File: config.mk
export PLATFORM = sky130hd
export DESIGN_NAME = i2c_master_bit_engine
export DESIGN_NICKNAME = d
export VERILOG_FILES = /design/src/sv/i2cbe_pkg.sv /design/src/sv/i2cbe_front.sv /design/src/sv/i2cbe_queue.sv /design/src/sv/i2cbe_back.sv /design/src/sv/i2c_master_bit_engine.sv
export SDC_FILE = /design/constraint.sdc
export NUM_CORES = 1
export LEC_CHECK = 0
export BUFFER_PORTS_ARGS = -buffer_cell sky130_fd_sc_hd__buf_2
export CORE_UTILIZATION = 57
export DETAILED_ROUTE_END_ITERATION = 10
export PLACE_DENSITY_LB_ADDON = 0.08
export SETUP_SLACK_MARGIN = 0.5
export SLEW_MARGIN = 40
export SYNTH_ARGS = -nofsm -noshare
export SYNTH_HDL_FRONTEND = slang
export SYNTH_SLANG_ARGS = --single-unit
File: constraint.sdc
create_clock -name aclk -period 4.05 [get_ports aclk]
set_input_delay 0.2025 -clock aclk [delete_from_list [all_inputs] [get_ports aclk]]
set_output_delay 0.2025 -clock aclk [all_outputs]
set_load 0.005 [all_outputs]
File: src/sv/i2cbe_pkg.sv
`timescale 1ns / 1ps
// ----------------------------------------------------------------------------
// I2C master bit engine package
// Request and result payload types, request codes and queue sizing shared by
// the front end, the request queue, the sequencer and the top level.
// ----------------------------------------------------------------------------
package i2cbe_pkg;

    // Request codes as carried in req_type.
    localparam logic [2:0] REQ_START = 3'd0;
    localparam logic [2:0] REQ_STOP  = 3'd1;
    localparam logic [2:0] REQ_WRITE = 3'd2;
    localparam logic [2:0] REQ_READ  = 3'd3;
    localparam logic [2:0] REQ_SACK  = 3'd4;
    localparam logic [2:0] REQ_CACK  = 3'd5;
    localparam logic [2:0] REQ_TICK  = 3'd6;
    localparam logic [2:0] REQ_NOP   = 3'd7;

    // The sequencer holds this code when no command is in progress.
    localparam logic [2:0] CMD_IDLE = REQ_NOP;

    localparam logic [15:0] DELAY_TICKS_RESET = 16'd50;

    // Two-entry request queue between the front end and the sequencer.
    localparam int QUEUE_DEPTH = 2;
    localparam int QPTR_W      = 1;
    localparam int QCNT_W      = 2;

    typedef struct packed {
        logic [2:0] req_type;
        logic [7:0] write_data;
        logic       sda_in;
    } req_t;

    typedef struct packed {
        logic       scl_level;
        logic       sda_level;
        logic       sda_drive_enable;
        logic       busy_res;
        logic       done_res;
        logic [7:0] read_byte;
        logic       ack_seen;
        logic       cmd_rejected;
    } res_t;

    // Classified request as it sits in the queue.
    typedef struct packed {
        logic       is_cmd;
        logic       is_tick;
        logic [2:0] cmd;
        logic [7:0] load_byte;
        logic       sda_in;
    } q_item_t;

endpackage

File: src/sv/i2cbe_front.sv
`timescale 1ns / 1ps
// ----------------------------------------------------------------------------
// I2C master bit engine front end
// Accepts requests and classifies them into command, tick or no-op, and
// prepares the shift byte that a command loads.
// ----------------------------------------------------------------------------
module i2cbe_front (
    input  logic               s_valid,
    output logic               s_ready,
    input  i2cbe_pkg::req_t    s_data,
    output logic               q_push,
    input  logic               q_full,
    output i2cbe_pkg::q_item_t q_item
);

    assign s_ready = !q_full;
    assign q_push  = s_valid && !q_full;

    always_comb begin
        q_item.is_cmd    = (s_data.req_type <= i2cbe_pkg::REQ_CACK);
        q_item.is_tick   = (s_data.req_type == i2cbe_pkg::REQ_TICK);
        q_item.cmd       = s_data.req_type;
        q_item.sda_in    = s_data.sda_in;
        // Only a write command shifts out the supplied byte; others start from zero.
        q_item.load_byte = (s_data.req_type == i2cbe_pkg::REQ_WRITE) ? s_data.write_data
                                                                     : 8'h00;
    end

endmodule

File: src/sv/i2cbe_queue.sv
`timescale 1ns / 1ps
// ----------------------------------------------------------------------------
// I2C master bit engine request queue
// Two-entry first-in first-out buffer between the front end and the sequencer.
// ----------------------------------------------------------------------------
module i2cbe_queue (
    input  logic                      aclk,
    input  logic                      aresetn,
    input  logic                      push,
    input  i2cbe_pkg::q_item_t        push_item,
    output logic                      full,
    output logic                      not_empty,
    input  logic                      pop,
    output i2cbe_pkg::q_item_t        pop_item
);

    i2cbe_pkg::q_item_t                  entry_reg [i2cbe_pkg::QUEUE_DEPTH];
    logic [i2cbe_pkg::QPTR_W-1:0]        wr_ptr_reg, wr_ptr_next;
    logic [i2cbe_pkg::QPTR_W-1:0]        rd_ptr_reg, rd_ptr_next;
    logic [i2cbe_pkg::QCNT_W-1:0]        count_reg, count_next;
    logic                                do_push;
    logic                                do_pop;

    assign full      = (count_reg == i2cbe_pkg::QCNT_W'(i2cbe_pkg::QUEUE_DEPTH));
    assign not_empty = (count_reg != '0);
    assign pop_item  = entry_reg[rd_ptr_reg];
    assign do_push   = push && !full;
    assign do_pop    = pop && not_empty;

    // The depth is a power of two, so the pointers wrap on their own.
    always_comb begin
        wr_ptr_next = do_push ? wr_ptr_reg + 1'b1 : wr_ptr_reg;
        rd_ptr_next = do_pop  ? rd_ptr_reg + 1'b1 : rd_ptr_reg;
        count_next  = count_reg;
        if (do_push && !do_pop) begin
            count_next = count_reg + 1'b1;
        end else if (do_pop && !do_push) begin
            count_next = count_reg - 1'b1;
        end
    end

    always_ff @(posedge aclk) begin
        if (!aresetn) begin
            wr_ptr_reg <= '0;
            rd_ptr_reg <= '0;
            count_reg  <= '0;
        end else begin
            wr_ptr_reg <= wr_ptr_next;
            rd_ptr_reg <= rd_ptr_next;
            count_reg  <= count_next;
        end
    end

    always_ff @(posedge aclk) begin
        if (do_push) begin
            entry_reg[wr_ptr_reg] <= push_item;
        end
    end

endmodule

File: src/sv/i2cbe_back.sv
`timescale 1ns / 1ps
// ----------------------------------------------------------------------------
// I2C master bit engine sequencer
// Carries out one queued request per cycle unless the output stalls: starts
// commands, counts ticks, steps the pin sequences and registers the result.
// ----------------------------------------------------------------------------
module i2cbe_back (
    input  logic                aclk,
    input  logic                aresetn,
    input  logic [15:0]         delay_ticks,
    input  logic                q_not_empty,
    output logic                q_pop,
    input  i2cbe_pkg::q_item_t  q_item,
    output logic                m_valid,
    input  logic                m_ready,
    output i2cbe_pkg::res_t     m_data
);

    typedef struct packed {
        logic [2:0]  cmd;
        logic [2:0]  step;
        logic [3:0]  bit_idx;
        logic [15:0] ticks;
        logic [7:0]  shift;
        logic        scl;
        logic        sda;
        logic        sde;
        logic        ack;
        logic [7:0]  rx;
    } seq_t;

    typedef struct packed {
        seq_t st;
        logic fin;
    } step_res_t;

    localparam seq_t SEQ_RESET = '{
        cmd: i2cbe_pkg::CMD_IDLE, step: 3'd0, bit_idx: 4'd0, ticks: 16'd0,
        shift: 8'h00, scl: 1'b1, sda: 1'b1, sde: 1'b1, ack: 1'b0, rx: 8'h00
    };

    seq_t            seq_reg, seq_next;
    i2cbe_pkg::res_t m_data_reg, m_data_next;
    logic            m_valid_reg, m_valid_next;
    logic            done;
    logic            rejected;

    // Pin actions of the current step; fin marks the last step of a command.
    function automatic step_res_t apply_step(input seq_t cur, input logic line);
        step_res_t r;
        r.st  = cur;
        r.fin = 1'b0;
        case (cur.cmd)
            i2cbe_pkg::REQ_START: begin
                if (cur.step == 3'd0) r.st.sda = 1'b1;
                else if (cur.step == 3'd1) r.st.scl = 1'b1;
                else if (cur.step == 3'd2) r.st.sda = 1'b0;
                r.fin = (cur.step >= 3'd4);
            end
            i2cbe_pkg::REQ_STOP: begin
                if (cur.step == 3'd0) r.st.sda = 1'b0;
                else if (cur.step == 3'd1) r.st.scl = 1'b1;
                else if (cur.step == 3'd2) r.st.sda = 1'b1;
                r.fin = (cur.step >= 3'd4);
            end
            i2cbe_pkg::REQ_SACK: begin
                if (cur.step == 3'd0) r.st.scl = 1'b0;
                else if (cur.step == 3'd1) r.st.sda = 1'b0;
                else if (cur.step == 3'd2) r.st.scl = 1'b1;
                else begin
                    r.st.scl = 1'b0;
                    r.fin    = 1'b1;
                end
            end
            i2cbe_pkg::REQ_CACK: begin
                if (cur.step == 3'd0) begin
                    r.st.scl = 1'b0;
                    r.st.sda = 1'b1;
                end else if (cur.step == 3'd1) begin
                    r.st.sde = 1'b0;
                end else if (cur.step == 3'd2) begin
                    r.st.scl = 1'b1;
                    r.st.ack = !line;
                end else begin
                    r.st.scl = 1'b0;
                    r.st.sde = 1'b1;
                    r.fin    = 1'b1;
                end
            end
            i2cbe_pkg::REQ_WRITE: begin
                if (cur.step == 3'd0) r.st.scl = 1'b0;
                else if (cur.step == 3'd1) r.st.sda = cur.shift[7];
                else if (cur.step == 3'd2) r.st.scl = 1'b1;
                else r.fin = 1'b1;
            end
            i2cbe_pkg::REQ_READ: begin
                if (cur.step == 3'd0) begin
                    r.st.sda = 1'b1;
                end else if (cur.step == 3'd1) begin
                    r.st.sde = 1'b0;
                    r.st.scl = 1'b0;
                end else if (cur.step == 3'd3) begin
                    r.st.scl   = 1'b1;
                    r.st.shift = {cur.shift[6:0], line};
                end else if (cur.step >= 3'd4) begin
                    r.st.scl = 1'b0;
                    r.st.sde = 1'b1;
                    r.st.rx  = cur.shift;
                    r.fin    = 1'b1;
                end
            end
            default: begin
                r.fin = 1'b1;
            end
        endcase
        return r;
    endfunction

    // Step that follows a finished delay unit; write and read loop per bit.
    function automatic seq_t next_step(input seq_t cur);
        seq_t n;
        n = cur;
        if (cur.cmd == i2cbe_pkg::REQ_WRITE && cur.step == 3'd2) begin
            n.shift   = {cur.shift[6:0], 1'b0};
            n.bit_idx = cur.bit_idx + 4'd1;
            n.step    = (n.bit_idx >= 4'd8) ? 3'd3 : 3'd0;
        end else if (cur.cmd == i2cbe_pkg::REQ_READ && cur.step == 3'd3) begin
            n.bit_idx = cur.bit_idx + 4'd1;
            n.step    = (n.bit_idx >= 4'd8) ? 3'd4 : 3'd1;
        end else begin
            n.step = cur.step + 3'd1;
        end
        return n;
    endfunction

    assign q_pop = q_not_empty && (!m_valid_reg || m_ready);

    always_comb begin : seq_logic
        seq_t      t;
        step_res_t ar;
        logic      busy;
        busy     = (seq_reg.cmd != i2cbe_pkg::CMD_IDLE);
        t        = seq_reg;
        ar       = '{st: seq_reg, fin: 1'b0};
        done     = 1'b0;
        rejected = 1'b0;
        seq_next = seq_reg;
        if (q_pop) begin
            if (q_item.is_cmd) begin
                if (busy) begin
                    rejected = 1'b1;
                end else begin
                    t.cmd     = q_item.cmd;
                    t.step    = 3'd0;
                    t.bit_idx = 4'd0;
                    t.ticks   = 16'd0;
                    t.shift   = q_item.load_byte;
                    ar        = apply_step(t, q_item.sda_in);
                    seq_next  = ar.st;
                end
            end else if (q_item.is_tick && busy) begin
                t.ticks = seq_reg.ticks + 16'd1;
                // A delay of zero ends every unit on the first tick, as a delay of one.
                if (t.ticks >= delay_ticks) begin
                    t.ticks = 16'd0;
                    t       = next_step(t);
                    ar      = apply_step(t, q_item.sda_in);
                    t       = ar.st;
                    if (ar.fin) begin
                        t.cmd     = i2cbe_pkg::CMD_IDLE;
                        t.step    = 3'd0;
                        t.bit_idx = 4'd0;
                        done      = 1'b1;
                    end
                end
                seq_next = t;
            end
        end
    end

    always_comb begin
        m_valid_next = m_valid_reg && !m_ready;
        m_data_next  = m_data_reg;
        if (q_pop) begin
            m_valid_next                 = 1'b1;
            m_data_next.scl_level        = seq_next.scl;
            m_data_next.sda_level        = seq_next.sda;
            m_data_next.sda_drive_enable = seq_next.sde;
            m_data_next.busy_res         = (seq_next.cmd != i2cbe_pkg::CMD_IDLE);
            m_data_next.done_res         = done;
            m_data_next.read_byte        = seq_next.rx;
            m_data_next.ack_seen         = seq_next.ack;
            m_data_next.cmd_rejected     = rejected;
        end
    end

    always_ff @(posedge aclk) begin
        if (!aresetn) begin
            seq_reg     <= SEQ_RESET;
            m_valid_reg <= 1'b0;
        end else begin
            seq_reg     <= seq_next;
            m_valid_reg <= m_valid_next;
        end
    end

    always_ff @(posedge aclk) begin
        m_data_reg <= m_data_next;
    end

    assign m_valid = m_valid_reg;
    assign m_data  = m_data_reg;

endmodule

File: src/sv/i2c_master_bit_engine.sv
`timescale 1ns / 1ps
// ----------------------------------------------------------------------------
// I2C master bit engine
// Each result passes through the request queue and then the output register.
// Throughput: one request per cycle while m_ready allows; the sequencer retires one
// queued request per cycle and the two-entry queue plus output register absorb stalls.
// Reset (aresetn low, synchronous): lines high and driven, no command active,
// delay_ticks back to 50, queue and output empty.
// ----------------------------------------------------------------------------
module i2c_master_bit_engine (
    input  logic            aclk,
    input  logic            aresetn,
    input  logic            cfg_we,
    input  logic [15:0]     cfg_wdata,
    input  logic            s_valid,
    output logic            s_ready,
    input  i2cbe_pkg::req_t s_data,
    output logic            m_valid,
    input  logic            m_ready,
    output i2cbe_pkg::res_t m_data
);

    logic [15:0]        delay_ticks_reg, delay_ticks_next;
    logic               q_push;
    logic               q_full;
    logic               q_not_empty;
    logic               q_pop;
    i2cbe_pkg::q_item_t q_in_item;
    i2cbe_pkg::q_item_t q_out_item;

    assign delay_ticks_next = cfg_we ? cfg_wdata : delay_ticks_reg;

    always_ff @(posedge aclk) begin
        if (!aresetn) begin
            delay_ticks_reg <= i2cbe_pkg::DELAY_TICKS_RESET;
        end else begin
            delay_ticks_reg <= delay_ticks_next;
        end
    end

    i2cbe_front u_front (
        .s_valid (s_valid),
        .s_ready (s_ready),
        .s_data  (s_data),
        .q_push  (q_push),
        .q_full  (q_full),
        .q_item  (q_in_item)
    );

    i2cbe_queue u_queue (
        .aclk      (aclk),
        .aresetn   (aresetn),
        .push      (q_push),
        .push_item (q_in_item),
        .full      (q_full),
        .not_empty (q_not_empty),
        .pop       (q_pop),
        .pop_item  (q_out_item)
    );

    i2cbe_back u_back (
        .aclk        (aclk),
        .aresetn     (aresetn),
        .delay_ticks (delay_ticks_reg),
        .q_not_empty (q_not_empty),
        .q_pop       (q_pop),
        .q_item      (q_out_item),
        .m_valid     (m_valid),
        .m_ready     (m_ready),
        .m_data      (m_data)
    );

    // A finished command leaves the engine idle.
    a_done_idle: assert property (@(posedge aclk) disable iff (!aresetn)
        m_valid && m_data.done_res |-> !m_data.busy_res)
        else $error("done reported while still busy");

    // A rejected request never finishes a command.
    a_reject_not_done: assert property (@(posedge aclk) disable iff (!aresetn)
        m_valid && m_data.cmd_rejected |-> !m_data.done_res)
        else $error("rejected request reported as done");

    // SDA is only released in the middle of a command.
    a_release_busy: assert property (@(posedge aclk) disable iff (!aresetn)
        m_valid && !m_data.sda_drive_enable |-> m_data.busy_res)
        else $error("SDA released while idle");

    // The sequencer only retires a request that the queue holds, and only while the output is not stalled.
    a_pop_nonempty: assert property (@(posedge aclk) disable iff (!aresetn)
        q_pop |-> q_not_empty && !(m_valid && !m_ready))
        else $error("queue popped while empty or output stalled");

endmodule

Yosys cells after proc, flatten, opt, wreduce, memory -nomap -nowiden
Memory sizes are Yosys's and may differ from the RTL's. A register that Yosys moved wholly into a read port is not among the register bits.
Cells that the tools add are included.
- memories: 1
- flip-flop bits (word level): 82
- input port bits: 33
- output and inout port bits: 17
- bits in writable memories: 28
- memories (name ; depth ; width ; read ports ; clocked after Yosys merged registers in ; write ports ; RTL line ; source):
    u_queue.entry_reg ; 2 ; 14 ; 1 ; 1 ; 1 ; i2cbe_queue.sv:17 ; i2cbe_pkg::q_item_t entry_reg [i2cbe_pkg::QUEUE_DEPTH];
- eq/ne operators: 22
- magnitude comparators: 4
- add/sub/neg operators: 7
- mux-type cells: 79
- reductions and logical operators: 32
- bitwise gates (word level): 2
- operators by type and width (operator ; number):
    $mux 46 ; 5
    $mux 8 ; 6
    $mux 1 ; 46
    $mux 9 ; 5
    $mux 7 ; 5
    $eq 3x2->1 const B ; 9
    $add 16x1->16 const B ; 1
    $ge 16x16->1 ; 1
    $eq 3x3->1 const B ; 5
    $pmux 2 s6 ; 1
    $reduce_or 3->1 ; 4
    $logic_and 1x1->1 ; 10
    $mux 10 ; 1
    $eq 3x1->1 const B ; 3
    $logic_not 3->1 ; 3
    $mux 2 ; 4
    $reduce_bool 2->1 ; 4
    $logic_not 1->1 ; 6
    $mux 3 ; 2
    $ne 3x3->1 const B ; 2
    $ne 5x2->1 const B ; 1
    $reduce_and 5->1 ; 1
    $add 4x1->4 const B ; 1
    $ge 4x4->1 const B ; 1
    16 further kinds ; 19

Logic depth before layout (Yosys ltp)
Gate-level depths: netlist of run 1.
- depth after elaboration: 25
- depth in mapped cells: 13
- mapped depth without buffers: 12

By module
Synthesis of run 1 repeated with hierarchy kept, for this count alone.
- cells, all modules: 601
- area total of the unflattened synthesis: 6049.6 µm²
- modules (own cells, without submodules) (module ; sequential area each (µm²) ; cells an instance ; instances ; area each (µm²)):
    i2cbe_back ; 1391.3 ; 466 ; 1 ; 4047.6
    i2cbe_queue ; 940.9 ; 68 ; 1 ; 1239.9
    i2c_master_bit_engine ; 320.3 ; 51 ; 1 ; 608.1
    i2cbe_front ; 0.0 ; 16 ; 1 ; 153.9

Least setup slack after synthesis of run 1
Ideal clock, no wire load.
- kind: reg-to-reg
- start point: register u_back.seq_reg[22] (netlist bit)
- end point: register u_back.m_data_reg (netlist bit u_back.m_data[2]) (data pin)
- cell stages (with the launch flop): 11
- arrival: 3.349 ns
- setup time: 0.262 ns
- setup slack: 0.439 ns
- path buffers: 0
- cells stage by stage: dfxtp_1 -> nand3_1 -> nor4_1 -> nand3_1 -> xnor2_1 -> ha_1 -> and4_1 -> and3_1 -> a31oi_2 -> a2111oi_4 -> mux2_2
- RTL lines (what ; RTL line ; source):
    start, declared ; i2cbe_back.sv:42 ; seq_t seq_reg, seq_next;
    start signal, assigned ; i2cbe_back.sv:202 ; seq_reg <= seq_next;
    end signal, assigned ; i2cbe_back.sv:208 ; m_data_reg <= m_data_next;
    end, declared ; i2cbe_back.sv:43 ; i2cbe_pkg::res_t m_data_reg, m_data_next;

==> metrics.txt, run 1 <==
Post-Place Cell Area=0.00604 mm2; setup repair after global routing missed its margin=no; Post-Route Setup TNS=0 ns; fraction of post-synthesis cell area in the top cell type by area=24.0%; count of antenna-violating nets left after detailed routing=0; Vert. Die Dim=102 um; cts bufs inserted=9; leading cell type by number of instances after synthesis=sky130_fd_sc_hd__dfxtp_1; antenna violations before repair=0; floorplan die width=102 um; worst endpoint data arrival time=3.68 ns; post-layout min period=3.40 ns; max reg flops=46; clock root buffer=sky130_fd_sc_hd__clkbuf_8; Avg Cell Area, Syn=9.94 um2; gate count after technology mapping=570; ANT cells=0; clock latency on the worst-skew pair=0.38 ns; count of flip-flops with a built-in enable after synthesis=43; routability cong.=0.925; combined area of all synthesized cells=0.00567 mm2; starting density of the core=58.5%; number of global-route vias before repair=3847; Num Clock Sinks=111; crit end category=flop; post-synth net total=625; Max-slew headroom=47.1%; Max rail drop VDD=0.377 mV; ratio of final minimum period to clock period=83.8%; Die ar.=0.0103 mm2; register bit total from synthesis=111; power per unit of standard cell area=480 mW/mm2; number of hold violations in the final report=0; final WL=12.0 mm; slew of the pin with the lowest slew margin=0.792 ns; total setup violations reported at the end of the flow=0; average routed wire per standard cell=15.8 um; post-route cell area=0.00640 mm2; boundary pin count=50; sum of overflow across all layers after global routing=0; worst clock skew=0.0102 ns; number of core rows=36; number of H-tree branching levels=3; clock tree from TritonCTS=built; per-cell via count in the routed design=5.77; pin count of the biggest net entering global routing=34; Port Buf Inserts=49; global-route wire length before repair=19.4 mm; maximum fanout count along the critical path=8; count of pins over their slew limit=0; dominant synthesized flop cell=sky130_fd_sc_hd__dfxtp_1; DR iter-0 viols=352; achievable clock frequency=295 MHz; HPWL Detailed=8.22 mm; Maximum Capacitance Violations=0; Detailed Routing Iterations Pass 1=5; CTS max path bufs=2; signed area change from the synthesized netlist to the final layout=13.0%; type of the tightest min-delay check=in2reg; total vias in the final route=4365; Total Nets Final=673; leading area contributor after synthesis=sky130_fd_sc_hd__dfxtp_1; # DRC=0; sequential cell area fraction in the yosys report=46.8%; top cell types by occurrence after synthesis=sky130_fd_sc_hd__dfxtp_1, sky130_fd_sc_hd__nand2_1, sky130_fd_sc_hd__nor2_1; synth unique cells=67; leakage power of the design=2.63 nW; Area contributors post-synth=sky130_fd_sc_hd__dfxtp_1, sky130_fd_sc_hd__edfxtp_1, sky130_fd_sc_hd__mux2_2; Critical Path Source Type=flop; classification of the worst setup path=reg2reg; required time worst endpoint=4.33 ns; ratio of cells with drive above 1 in the final layout=21.2%; result of the run=finished clean; count of yosys warnings during synthesis=0; core outline area=0.00968 mm2; clock-pin transition on the worst setup and hold timing paths=0.10 ns; Async SR Flop Fraction=0%; GRT Util Overall=24.3%
-- routing by layer --
metal	vias to the layer above	wire length [um]	global-route usage, %
met1	2049	6100	36.9
li1	2185	-	-
met4	0	86	6.35
met2	121	5210	34.5
met3	10	583	5.45
met5	-	0	0
-- metrics by stage --
step	setup WS [ns]	total power, mW	util [%]	hold WS (ns)	instances
finish	0.655	3.07	66.1	0.0301	756
global route	0.469	3.26	66.1	0.0125	756
CTS	0.530	3.08	65.2	0.0166	753
detailed placement	0.214	2.38	62.4	0.394	735
global placement	0.337	2.36	62.3	0.389	735
floorplan	0.599	2.09	-	0.301	570
-- cells in the final DEF (no fill, tap or decap), types with 10 or more instances in the layout --
master	count
sky130_fd_sc_hd__dfxtp_1	62
sky130_fd_sc_hd__nand2_1	50
sky130_fd_sc_hd__buf_2	49
sky130_fd_sc_hd__nor2_1	46
sky130_fd_sc_hd__edfxtp_1	43
sky130_fd_sc_hd__mux2_2	29
sky130_fd_sc_hd__a21oi_1	29
sky130_fd_sc_hd__o21ai_0	23
sky130_fd_sc_hd__inv_1	21
sky130_fd_sc_hd__mux2i_1	21
sky130_fd_sc_hd__ha_1	21
sky130_fd_sc_hd__and2_1	19
sky130_fd_sc_hd__nand3_1	18
sky130_fd_sc_hd__a22oi_1	15
sky130_fd_sc_hd__nor3_1	11
sky130_fd_sc_hd__xnor2_1	10
-- report_power, final --
group / switching (mW) / internal, mW / total (mW)
sequential: 0.147 / 1.37 / 1.52
combinational: 0.514 / 0.343 / 0.857
clock: 0.373 / 0.325 / 0.698
total: 1.03 / 2.04 / 3.07
-- what timing repair did --
action,CTS,global route
hold buffers,1,0
endpoints found under the setup margin,49,33
pin swaps,1,4
endpoints found under the hold margin,2,0
resized for setup,9,18
buffers inserted,1,3
-- layout make-up --
cell class | count | area (um2)
Tap cell | 133 | 166
Fill cell | 791 | 3280
Timing Repair Buffer | 60 | 334
Multi-Input combinational cell | 412 | 2940
Clock inverter | 4 | 53.8
Inverter | 24 | 90.1
Clock buffer | 12 | 156
Sequential cell | 111 | 2670
-- logic make-up after synthesis --
family                     count (synthesis)  share of synthesized area, %
and+or+nand+nor                          196                          17.3
AOI/OAI and AO/OA                        123                          14.8
DFF                                      111                          46.8
muxes                                     51                          9.73
buffers and inverters                     47                          3.36
adders and majority gates                 22                          4.86
xor gates and xnor gates                  20                          3.22
-- worst paths after layout --
check                           from                      end  slack [ns]  cells after the start
hold / removal             s_data[9]  u_queue.entry_reg[1][9]        0.03                      1
hold reg to reg    u_back.seq_reg[8]        u_back.seq_reg[8]        0.48                      2
setup / recovery  u_back.seq_reg[20]        u_back.seq_reg[5]        0.65                     13
setup reg to reg  u_back.seq_reg[20]        u_back.seq_reg[5]        0.65                     13
-- critical path, stage by stage, from the launching register on --
cell and delay (ns):
sky130_fd_sc_hd__dfxtp_4 0.40, sky130_fd_sc_hd__ha_4 0.16, sky130_fd_sc_hd__nand3_2 0.11, sky130_fd_sc_hd__nor4_4 0.35
sky130_fd_sc_hd__nand3_1 0.16, sky130_fd_sc_hd__xnor2_1 0.17, sky130_fd_sc_hd__ha_1 0.31, sky130_fd_sc_hd__and4_4 0.24
sky130_fd_sc_hd__and3_4 0.20, sky130_fd_sc_hd__a31oi_4 0.16, sky130_fd_sc_hd__a2111oi_4 0.35, sky130_fd_sc_hd__buf_6 0.19
sky130_fd_sc_hd__mux2_2 0.35, sky130_fd_sc_hd__and2_1 0.15
Power figures use the tool's default switching activity.
==> run 2: changes to the inputs <==
==> constraint.sdc (replaced) <==
create_clock -name aclk -period 3.24 [get_ports aclk]
set_input_delay 0.162 -clock aclk [delete_from_list [all_inputs] [get_ports aclk]]
set_output_delay 0.162 -clock aclk [all_outputs]
set_load 0.005 [all_outputs]
==> run 2 against run 1 <==
Effect of this change:
- non-clock buffer count grew 55
- combinational power grew 46%
- clock skew up 0.0075 ns
- maximum frequency is 5.5% higher
- total power up 30%
- critical path type unchanged
- largest power group unchanged
==> metrics.txt, run 2 (same netlist as run 1, synthesis figures left out) <==
slew of the pin with the lowest slew margin=0.732 ns; number of hold violations in the final report=0; Critical Path Source Type=flop; share of total power in combinational logic=31.3%; result of the run=finished clean; Die ar.=0.0103 mm2; worst endpoint data arrival time=3.33 ns; CTS max path bufs=2; pre-CTS setup slack=-0.0664 ns; # DRC=0; sum of overflow across all layers after global routing=0; Num Clock Sinks=111; leading cell type in the layout, fill and taps excluded=sky130_fd_sc_hd__dfxtp_1; classification of the worst setup path=reg2reg; cell depth of the worst flop-to-flop path=13; max reg flops=46; net switching share of the total power=36.4%; post-layout min period=3.22 ns; number of core rows=36; achievable clock frequency=311 MHz; antenna violations before repair=0; Max rail drop VDD=0.481 mV; clock root buffer=sky130_fd_sc_hd__clkbuf_8; ratio of final minimum period to clock period=99.3%; Maximum Capacitance Violations=0; maximum fanout count along the critical path=4; required time worst endpoint=3.36 ns; average routed wire per standard cell=17.2 um; count of antenna-violating nets left after detailed routing=0; Post-Place Cell Area=0.00628 mm2; floorplan die width=102 um; leakage power of the design=2.99 nW; final WL=13.9 mm; global-route wire length before repair=21.8 mm; Vert. Die Dim=102 um; pin count of the biggest net entering global routing=32; per-cell via count in the routed design=5.82; number of global-route vias before repair=4341; crit end category=flop; Detailed Routing Iterations Pass 1=5; DR iter-0 viols=372; total vias in the final route=4726; cts bufs inserted=9; type of the tightest min-delay check=in2reg; ANT cells=0; top library cells by usage in the layout, fill and taps aside=sky130_fd_sc_hd__dfxtp_1, sky130_fd_sc_hd__nand2_1, sky130_fd_sc_hd__buf_2, sky130_fd_sc_hd__nor2_1, sky130_fd_sc_hd__edfxtp_1; GRT Util Overall=27.7%; Internal=2.54 mW; worst clock skew=0.0177 ns; post-route cell area=0.00716 mm2; signed area change from the synthesized netlist to the final layout=26.4%; HPWL Detailed=8.96 mm; routability cong.=0.892; Total Nets Final=729; sequential share of power=47.0%; starting density of the core=58.5%; clock share of power=21.8%; clock-pin transition on the worst setup and hold timing paths=0.11 ns; clock latency on the worst-skew pair=0.39 ns; total setup violations reported at the end of the flow=0; number of H-tree branching levels=3; core outline area=0.00968 mm2; Max-slew headroom=51.0%; boundary pin count=50; power per unit of standard cell area=558 mW/mm2; setup repair after global routing missed its margin=yes; count of pins over their slew limit=0; Port Buf Inserts=49; switching power summed over all nets=1.46 mW; hold-critical path depth=3; ratio of cells with drive above 1 in the final layout=29.6%; slack of the critical path=0.0229 ns; clock tree from TritonCTS=built
[run 2: worst max-delay path, cell delays in order (launching register included)]
cell and delay [ns]:
sky130_fd_sc_hd__dfxtp_4 0.39, sky130_fd_sc_hd__nand2_2 0.08, sky130_fd_sc_hd__nor4_4 0.38, sky130_fd_sc_hd__nand3_2 0.14
sky130_fd_sc_hd__xnor2_2 0.16, sky130_fd_sc_hd__ha_1 0.32, sky130_fd_sc_hd__and4_4 0.23, sky130_fd_sc_hd__and4b_1 0.24
sky130_fd_sc_hd__a31oi_4 0.06, sky130_fd_sc_hd__buf_4 0.18, sky130_fd_sc_hd__buf_6 0.12, sky130_fd_sc_hd__a211o_4 0.35
sky130_fd_sc_hd__a211oi_4 0.20, sky130_fd_sc_hd__o22ai_2 0.10
[run 2: final timing paths]
kind         slack [ns]                 end               start
max                0.02   u_back.m_data[14]  u_back.seq_reg[26]
min                0.02  delay_ticks_reg[2]        cfg_wdata[2]
max reg2reg        0.02   u_back.m_data[14]  u_back.seq_reg[26]
min reg2reg        0.48   u_back.seq_reg[8]   u_back.seq_reg[8]
[run 2: final cells by class]
type                            instances  area (um2)
Sequential cell                       111        2670
Multi-Input combinational cell        413        3170
Timing Repair Buffer                  115         843
Fill cell                             692        2520
Tap cell                              133         166
Inverter                               24        90.1
Clock inverter                          7        93.8
Clock buffer                            9         124
[run 2: metal layers]
metal / wire length (um) / vias to the layer above / track usage [%]
met5: 0 / - / 0
met4: 254 / 0 / 9.03
met3: 804 / 23 / 6.14
met2: 6520 / 172 / 43.2
met1: 6350 / 2239 / 38.2
li1: - / 2292 / -
[run 2: power by group through the flow]
stage          logic [mW]  registers [mW]  clock network, mW
2_1_floorplan       0.781            1.85                  0
3_3_place_gp         1.08            1.90                  0
3_5_place_dp         1.11            1.90                  0
4_1_cts              1.21            1.87              0.889
5_1_grt              1.36            1.91              0.945
6_report             1.25            1.88              0.870
[run 2: metrics by stage]
stage / total power, mW / util, % / TNS [ns] / std cells / hold slack [ns]
floorplan: 2.63 / - / -0.148 / 570 / 0.261
global route: 4.22 / 74.0 / -2.59 / 812 / 0.0129
detailed placement: 3.01 / 64.8 / -0.942 / 758 / 0.353
finish: 4.00 / 74.0 / 0 / 812 / 0.0185
CTS: 3.98 / 72.7 / 0 / 805 / 0.00102
global placement: 2.98 / 64.8 / -0.0111 / 758 / 0.351
[run 2: repair_timing]
| item | CTS | global route |
|---|---|---|
| endpoints found under the hold margin | 19 | 1 |
| endpoints found under the setup margin | 60 | 60 |
| pin swaps | 26 | 11 |
| gates cloned | 2 | 1 |
| setup buffers | 14 | 5 |
| hold buffers | 15 | 1 |
| gates resized for setup | 67 | 17 |
